<file path="src/hw/rtl/bols_pkg.sv">
package bols_pkg;

    localparam int DEPTH      = 16;
    localparam int DATA_WIDTH = 32;
    localparam int OPCODE_W   = 3;
    localparam int VALUE_W    = 32;
    localparam int CNT_W      = $clog2(DEPTH + 1);
    localparam int IDX_W      = $clog2(DEPTH);

    localparam logic [OPCODE_W-1:0] OP_PUSH_FRONT = 3'd0;
    localparam logic [OPCODE_W-1:0] OP_PUSH_BACK  = 3'd1;
    localparam logic [OPCODE_W-1:0] OP_POP_FRONT  = 3'd2;
    localparam logic [OPCODE_W-1:0] OP_POP_BACK   = 3'd3;
    localparam logic [OPCODE_W-1:0] OP_CONTAINS   = 3'd4;
    localparam logic [OPCODE_W-1:0] OP_DELETE     = 3'd5;

    typedef struct packed {
        logic shift_r;
        logic shift_l;
        logic del;
        logic load_back;
    } cell_ctrl_t;

endpackage

</file>
<file path="src/hw/rtl/bols_if.sv">
interface bols_req_if;
    import bols_pkg::*;
    logic                valid;
    logic                ready;
    logic [OPCODE_W-1:0] opcode;
    logic [VALUE_W-1:0]  value;
    modport source (output valid, output opcode, output value, input ready);
    modport sink (input valid, input opcode, input value, output ready);
endinterface

interface bols_rsp_if;
    import bols_pkg::*;
    logic               valid;
    logic               ready;
    logic [VALUE_W-1:0] value_out;
    logic               found;
    logic               error;
    modport source (output valid, output value_out, output found, output error, input ready);
    modport sink (input valid, input value_out, input found, input error, output ready);
endinterface

interface bols_cfg_if;
    logic valid;
    logic ready;
    logic data;
    modport source (output valid, output data, input ready);
    modport sink (input valid, input data, output ready);
endinterface

</file>
<file path="src/hw/rtl/bols_cell.sv">
module bols_cell (
    input  logic                             clk,
    input  bols_pkg::cell_ctrl_t             ctrl,
    input  logic                             in_use,
    input  logic                             is_back,
    input  logic [bols_pkg::DATA_WIDTH-1:0]  key,
    input  logic [bols_pkg::DATA_WIDTH-1:0]  left_data,
    input  logic [bols_pkg::DATA_WIDTH-1:0]  right_data,
    input  logic                             hit_in,
    output logic                             hit_out,
    output logic [bols_pkg::DATA_WIDTH-1:0]  data
);
    import bols_pkg::*;

    logic [DATA_WIDTH-1:0] data_reg;
    logic [DATA_WIDTH-1:0] data_next;

    assign hit_out = hit_in | (in_use && (data_reg == key));
    assign data    = data_reg;

    always_comb
    begin
        data_next = data_reg;
        if (ctrl.shift_r)
        begin
            data_next = left_data;
        end
        else if (ctrl.shift_l || (ctrl.del && hit_out))
        begin
            data_next = right_data;
        end
        else if (ctrl.load_back && is_back)
        begin
            data_next = key;
        end
    end

    always_ff @(posedge clk)
    begin
        data_reg <= data_next;
    end

endmodule

</file>
<file path="src/hw/rtl/bounded_ordered_list_store_unit.sv">
// flow: a request beat is captured, then executed on the cell chain once the output register is free or being taken
// one operation at a time: a new request is taken only after the previous one has executed
// a response may wait in the output register while the next request is taken
// reset: asynchronous active-low, list emptied, list_valid set to one
// entry storage has no reset, entries are read only after being written
module bounded_ordered_list_store_unit (
    input  logic             clk,
    input  logic             rst_n,
    bols_req_if.sink         req,
    bols_rsp_if.source       rsp,
    bols_cfg_if.sink         cfg
);
    import bols_pkg::*;

    localparam logic S_IDLE = 1'b0;
    localparam logic S_EXEC = 1'b1;

    logic                  state_reg;
    logic                  state_next;
    logic [OPCODE_W-1:0]   op_reg;
    logic [DATA_WIDTH-1:0] key_reg;
    logic [CNT_W-1:0]      occ_reg;
    logic [CNT_W-1:0]      occ_next;
    logic                  list_valid_reg;
    logic                  out_valid_reg;
    logic [VALUE_W-1:0]    value_out_reg;
    logic                  found_reg;
    logic                  error_reg;

    logic                  in_fire;
    logic                  exec_fire;
    logic                  full;
    logic                  empty;
    logic                  hit;
    logic [IDX_W-1:0]      last_idx;
    logic [VALUE_W-1:0]    vout;
    logic                  found_v;
    logic                  err_v;
    cell_ctrl_t            ctrl;

    logic [DATA_WIDTH-1:0] cell_data [DEPTH];
    logic [DEPTH:0]        hit_chain;

    assign in_fire   = req.valid && req.ready;
    assign req.ready = (state_reg == S_IDLE);
    assign exec_fire = (state_reg == S_EXEC) && (!out_valid_reg || rsp.ready);
    assign cfg.ready = 1'b1;

    assign full     = (occ_reg == CNT_W'(DEPTH));
    assign empty    = (occ_reg == '0);
    assign hit      = hit_chain[DEPTH];
    assign last_idx = IDX_W'(occ_reg - CNT_W'(1));

    assign hit_chain[0] = 1'b0;

    // cell chain, front of the list at cell zero
    for (genvar i = 0; i < DEPTH; i++)
    begin : g_cell
        logic [DATA_WIDTH-1:0] left_d;
        logic [DATA_WIDTH-1:0] right_d;

        if (i == 0)
        begin : g_first
            assign left_d = key_reg;
        end
        else
        begin : g_mid
            assign left_d = cell_data[i-1];
        end

        if (i == DEPTH - 1)
        begin : g_last
            assign right_d = '0;
        end
        else
        begin : g_inner
            assign right_d = cell_data[i+1];
        end

        bols_cell u_cell (
            .clk        (clk),
            .ctrl       (ctrl),
            .in_use     (occ_reg > CNT_W'(i)),
            .is_back    (occ_reg == CNT_W'(i)),
            .key        (key_reg),
            .left_data  (left_d),
            .right_data (right_d),
            .hit_in     (hit_chain[i]),
            .hit_out    (hit_chain[i+1]),
            .data       (cell_data[i])
        );
    end

    always_comb
    begin
        ctrl     = '0;
        occ_next = occ_reg;
        vout     = '0;
        found_v  = 1'b0;
        err_v    = 1'b0;
        unique case (op_reg)
            OP_PUSH_FRONT, OP_PUSH_BACK:
            begin
                if (full)
                begin
                    err_v = 1'b1;
                end
                else
                begin
                    ctrl.shift_r   = (op_reg == OP_PUSH_FRONT);
                    ctrl.load_back = (op_reg == OP_PUSH_BACK);
                    occ_next       = occ_reg + CNT_W'(1);
                end
            end
            OP_POP_FRONT:
            begin
                if (empty)
                begin
                    err_v = 1'b1;
                end
                else
                begin
                    vout         = VALUE_W'(cell_data[0]);
                    ctrl.shift_l = 1'b1;
                    occ_next     = occ_reg - CNT_W'(1);
                end
            end
            OP_POP_BACK:
            begin
                if (empty)
                begin
                    err_v = 1'b1;
                end
                else
                begin
                    vout     = VALUE_W'(cell_data[last_idx]);
                    occ_next = occ_reg - CNT_W'(1);
                end
            end
            OP_CONTAINS:
            begin
                if (!list_valid_reg)
                begin
                    err_v = 1'b1;
                end
                else
                begin
                    found_v = hit;
                end
            end
            OP_DELETE:
            begin
                if (!list_valid_reg || !hit)
                begin
                    err_v = 1'b1;
                end
                else
                begin
                    ctrl.del = 1'b1;
                    occ_next = occ_reg - CNT_W'(1);
                end
            end
            default:
            begin
            end
        endcase
        if (!exec_fire)
        begin
            ctrl     = '0;
            occ_next = occ_reg;
        end
    end

    always_comb
    begin
        state_next = state_reg;
        unique case (state_reg)
            S_IDLE:
            begin
                if (in_fire)
                begin
                    state_next = S_EXEC;
                end
            end
            S_EXEC:
            begin
                if (exec_fire)
                begin
                    state_next = S_IDLE;
                end
            end
            default:
            begin
                state_next = S_IDLE;
            end
        endcase
    end

    always_ff @(posedge clk or negedge rst_n)
    begin
        if (!rst_n)
        begin
            state_reg      <= S_IDLE;
            occ_reg        <= '0;
            list_valid_reg <= 1'b1;
            out_valid_reg  <= 1'b0;
        end
        else
        begin
            state_reg <= state_next;
            occ_reg   <= occ_next;
            if (cfg.valid && cfg.ready)
            begin
                list_valid_reg <= cfg.data;
            end
            if (exec_fire)
            begin
                out_valid_reg <= 1'b1;
            end
            else if (rsp.ready)
            begin
                out_valid_reg <= 1'b0;
            end
        end
    end

    always_ff @(posedge clk)
    begin
        if (in_fire)
        begin
            op_reg  <= req.opcode;
            key_reg <= DATA_WIDTH'(req.value);
        end
        if (exec_fire)
        begin
            value_out_reg <= vout;
            found_reg     <= found_v;
            error_reg     <= err_v;
        end
    end

    assign rsp.valid     = out_valid_reg;
    assign rsp.value_out = value_out_reg;
    assign rsp.found     = found_reg;
    assign rsp.error     = error_reg;

    a_occ_bound: assert property (@(posedge clk) disable iff (!rst_n)
        occ_reg <= CNT_W'(DEPTH))
        else $error("list count beyond depth");

    a_occ_step: assert property (@(posedge clk) disable iff (!rst_n)
        (occ_reg == $past(occ_reg)) || (occ_reg == $past(occ_reg) + CNT_W'(1))
        || (occ_reg == $past(occ_reg) - CNT_W'(1)))
        else $error("list count moved by more than one");

    a_occ_only_exec: assert property (@(posedge clk) disable iff (!rst_n)
        !exec_fire |=> $stable(occ_reg))
        else $error("list count changed outside an operation");

    a_rsp_after_exec: assert property (@(posedge clk) disable iff (!rst_n)
        $rose(out_valid_reg) |-> $past(state_reg == S_EXEC))
        else $error("response beat without an operation");

    a_req_to_exec: assert property (@(posedge clk) disable iff (!rst_n)
        in_fire |=> (state_reg == S_EXEC))
        else $error("request beat not followed by execution");

endmodule

</file>
<file path="src/flat_wrapper.sv">
// flat-port wrapper written by rule: the top's interface ports become plain ports
module bounded_ordered_list_store_unit_flat import bols_pkg::*;
  (clk, rst_n, req_valid, req_opcode, req_value, req_ready, rsp_valid, rsp_value_out, rsp_found, rsp_error, rsp_ready, cfg_valid, cfg_data, cfg_ready);
  bols_req_if req_i ();
  bols_rsp_if rsp_i ();
  bols_cfg_if cfg_i ();
  input  logic clk;
  input  logic rst_n;
  input wire logic [$bits(req_i.valid)-1:0] req_valid;
  input wire logic [$bits(req_i.opcode)-1:0] req_opcode;
  input wire logic [$bits(req_i.value)-1:0] req_value;
  output wire logic [$bits(req_i.ready)-1:0] req_ready;
  output wire logic [$bits(rsp_i.valid)-1:0] rsp_valid;
  output wire logic [$bits(rsp_i.value_out)-1:0] rsp_value_out;
  output wire logic [$bits(rsp_i.found)-1:0] rsp_found;
  output wire logic [$bits(rsp_i.error)-1:0] rsp_error;
  input wire logic [$bits(rsp_i.ready)-1:0] rsp_ready;
  input wire logic [$bits(cfg_i.valid)-1:0] cfg_valid;
  input wire logic [$bits(cfg_i.data)-1:0] cfg_data;
  output wire logic [$bits(cfg_i.ready)-1:0] cfg_ready;
  assign req_i.valid = req_valid;
  assign req_i.opcode = req_opcode;
  assign req_i.value = req_value;
  assign req_ready = req_i.ready;
  assign rsp_valid = rsp_i.valid;
  assign rsp_value_out = rsp_i.value_out;
  assign rsp_found = rsp_i.found;
  assign rsp_error = rsp_i.error;
  assign rsp_i.ready = rsp_ready;
  assign cfg_i.valid = cfg_valid;
  assign cfg_i.data = cfg_data;
  assign cfg_ready = cfg_i.ready;
  bounded_ordered_list_store_unit u_core (.clk(clk), .rst_n(rst_n), .req(req_i), .rsp(rsp_i), .cfg(cfg_i));
endmodule
</file>
<file path="config.mk">
export PLATFORM = sky130hd
export DESIGN_NAME = bounded_ordered_list_store_unit_flat
export DESIGN_NICKNAME = d
export VERILOG_FILES = /design/src/hw/rtl/bols_pkg.sv /design/src/hw/rtl/bols_if.sv /design/src/hw/rtl/bols_cell.sv /design/src/hw/rtl/bounded_ordered_list_store_unit.sv /design/src/flat_wrapper.sv
export SDC_FILE = /design/constraint.sdc
export NUM_CORES = 2
export LEC_CHECK = 0
export BUFFER_PORTS_ARGS = -buffer_cell sky130_fd_sc_hd__buf_2
export CAP_MARGIN = 20
export CORE_MARGIN = 5
export CORE_UTILIZATION = 60
export CTS_CLUSTER_DIAMETER = 200
export DETAILED_ROUTE_END_ITERATION = 16
export PLACE_DENSITY = 0.78
export SETUP_SLACK_MARGIN = 0.15
export SYNTH_ARGS = -nofsm -noshare
export SYNTH_HDL_FRONTEND = slang
export SYNTH_HIERARCHICAL = 1
export SYNTH_SLANG_ARGS = --single-unit
export TNS_END_PERCENT = 1
</file>
<file path="constraint.sdc">
create_clock -name clk -period 13 [get_ports clk]
set_input_delay 0.65 -clock clk [delete_from_list [all_inputs] [get_ports clk]]
set_output_delay 0.65 -clock clk [all_outputs]
set_load 0.02 [all_outputs]
</file>
==> results.md <==
* Post_cts resized at 0
* Inst Count DP at 5,283
* WL/cell at 31.9 µm
* Register area share after synthesis at 40.6%
* Vias/cell at 7.54
* LEAKAGE at 15.4 nW
* Final ANT Viol Nets at 0
* Hold Slack at 0.182 ns
* CP required at 13.28 ns
* First-pass GRT wire length at 249,000 µm
* Slew @ Worst Pin at 1.22 ns
* WL final at 173,000 µm
* Clock latency on the worst-skew pair at 0.64 ns
* Yosys warning total at 6
* Area Growth Syn to Fin at 6.87%
* Avg Inst Size Synth at 9.69 µm²
* CTS H-tree depth at 3
* Commonest cells post-synth: 581 x edfxtp_1, 580 x nor2b_1, 564 x a21oi_1
* DP Worst Slack at 2.87 ns
* # fillers at 5,780
* Status: finished, final reports clean
* Layout Skew at 0.0293 ns
* DR vias at 40,800
* Max reg flops at 512
* Kind of critical path: reg -> reg
* Worst-path clk slew at 0.06 ns
* Largest net degree at the start of global routing at 273
* First-pass iteration count of the detailed router at 9
* Leading cell type by number of instances after synthesis: edfxtp_1
* Clock root cell: clkbuf_16
* Fin nets at 4,453
* Setup WS post-layout at 2.37 ns
* Gr ovfl total at 0
* Residual DRC at 0
* CTS tree: yes
* CTS Buf Count at 68
* Synthesis-stage register bit count at 589
* Hold Path End: u_core/g_cell[0].left_d[17]$_DFFE_PP_
* Yosys top cell by area: edfxtp_1
* RSZ-0062 raised after global routing: false
* Reg2reg end: u_core/g_cell[13].u_cell/data[30]$_DFFE_PP_
* Crit start category: flip-flop
* Final worst path period share at 81.8%
* Number of top-level pins at 78
* FP Rows at 98
* Final hold violation count at 0
* Initial antenna violation count at 6
* Die extent in y at 279 µm
* PortBufs at 76
* P per Cell Area at 163 mW/mm²
* Drt initial violations at 8,109
* Final setup fails at 0
* Clock Path Buffers at 3
* Gp weighted congestion at 1.03
* Synth Cell Area at 0.0434 mm²
* Rel. slew slack at 18.9%
* CP Capture Type: flip-flop
* Hold Path Origin: req_value[17]
* Slowest stage delay, CP at 0.89 ns
* Die area at 0.0779 mm²
* Starting Density at 60.6%
* Die width at 279 µm
* Share of cells above drive strength 1 at 13.2%
* Data arrival time of the worst path at 10.92 ns
* Fmax at 0.0941 GHz
* CTS sink count at 589
* Top FF cell, synth: edfxtp_1
* Post-synth EDFFs at 581
* Total track usage at 42.1%
* Peak VDD IR at 0.245 mV
* Hpwl dp at 116,000 µm
* Max-cap violation count at 0
* Max Slew Vio Count at 0
* Worst r2r src: u_core/occ_reg[0]$_DFFE_PN0P_
* Fin area at 0.0464 mm²
* Crit Path Max Fanout at 48
* TNS Setup at 0 ns
* Tmin final at 10.63 ns
* Top-area cell type share of the netlist area at 40.2%
* Hold WC Path Type: in -> reg
* Tot Pwr at 7.59 mW
* Vias in the first global route at 38,400
* Slowest CP cell: dfrtp_4
* Asr flop ratio synth at 1.36%
* Mapped Cells at 4,483
* Finished Layout Cells at 5,411
* Final Core Density at 64.8%
* Synth area leaders: edfxtp_1 40%, nor2b_1 8.4%, a31oi_1 7.4%
* WHS Path Cells at 1
* FF-to-FF path depth at 44
* Core Box Area at 0.0716 mm²
* Post-place instance area at 0.0442 mm²
* FF-to-FF setup slack at 2.37 ns
* Distinct cells, synth at 50
-- metal layers --
metal / vias up / track usage, % / wire (µm)
met2: 3851 / 64.1 / 74400
met4: 0 / 27.1 / 15600
met3: 1054 / 16.1 / 26300
met1: 19000 / 50.3 / 56300
li1: 16900 / - / -
met5: - / 0 / 0
-- repair_timing --
item	CTS	global route
hold buffers	1	0
endpoints found under the setup margin	0	0
endpoints found under the hold margin	7	0
setup buffers	0	0
-- how the worst max path moves through the flow --
stage                                         startpoint                                           to  depth (start not counted)
floorplan           u_core/g_cell[0].left_d[4]$_DFFE_PP_    u_core/g_cell[0].u_cell/data[0]$_DFFE_PP_                         41
global placement           u_core/occ_reg[0]$_DFFE_PN0P_   u_core/g_cell[0].u_cell/data[16]$_DFFE_PP_                         43
detailed placement         u_core/occ_reg[0]$_DFFE_PN0P_   u_core/g_cell[0].u_cell/data[11]$_DFFE_PP_                         43
CTS                        u_core/occ_reg[0]$_DFFE_PN0P_   u_core/g_cell[0].u_cell/data[20]$_DFFE_PP_                         43
global route               u_core/occ_reg[0]$_DFFE_PN0P_   u_core/g_cell[13].u_cell/data[8]$_DFFE_PP_                         44
finish                     u_core/occ_reg[0]$_DFFE_PN0P_  u_core/g_cell[13].u_cell/data[30]$_DFFE_PP_                         44
-- cell usage in the layout (no fill, tap or decap), types with 5 or more instances in the layout --
cell type / count
a22oi_1: 18
nor3_1: 22
dfrtp_1: 6
a21o_1: 18
xor2_1: 242
xnor2_1: 98
nor4_2: 17
and3_1: 6
clkbuf_1: 21
or4_4: 32
buf_2: 76
conb_1: 36
a21oi_1: 547
nor2b_1: 579
nand2_1: 14
mux2_2: 66
bufinv_16: 5
clkbuf_16: 71
mux4_2: 128
or2b_2: 16
o22ai_1: 65
o221a_2: 16
o41ai_1: 16
a21oi_2: 16
a2111oi_0: 17
buf_4: 117
edfxtp_1: 581
a31oi_1: 514
nand4_1: 65
nand2b_1: 51
clkinv_1: 9
a222oi_1: 16
nor2_1: 69
o21ai_0: 552
nand3_1: 53
inv_1: 182
o2111a_1: 16
nor4_1: 33
-- cell families (layout without fill, tap and decap cells) --
group,count (synthesis),after routing,share of synthesized area (%)
AO/OA/AOI/OAI,1817,1817,23.8
flip-flops,589,589,40.6
buffers and inverters,561,501,6.34
multiplexers,195,195,8.37
XOR/XNOR,341,341,6.88
AND/OR/NAND/NOR,973,973,13.8
adder cells (fa/ha/maj),5,5,0.144
other,2,40,0.0173
-- layout make-up --
| cell class | count | area [µm²] | share of cell area [%] |
|---|---|---|---|
| Multi-Input combinational cell | 3367 | 23400 | 50.4 |
| Sequential cell | 589 | 17700 | 38.0 |
| Clock buffer | 93 | 1870 | 4.03 |
| Timing Repair Buffer | 197 | 1320 | 2.85 |
| Tap cell | 950 | 1190 | 2.56 |
| Inverter | 184 | 691 | 1.49 |
| Clock inverter | 27 | 298 | 0.642 |
| Antenna cell | 4 | 10.0 | 0.0216 |
-- critical path, delay by kind of cell (launching register included) --
family / cells / cell delay (ns)
compound gates: 16 / 3.25
fa+ha+maj: 1 / 0.27
buf+inv: 19 / 3.12
flops: 1 / 0.89
simple gates: 8 / 2.59
-- power by group --
part / total [mW] / internal [mW] / switching (mW)
Combinational: 3.06 / 1.20 / 1.86
Clock: 1.95 / 1.11 / 0.841
Sequential: 2.58 / 2.31 / 0.263
Power figures use the tool's default switching activity.
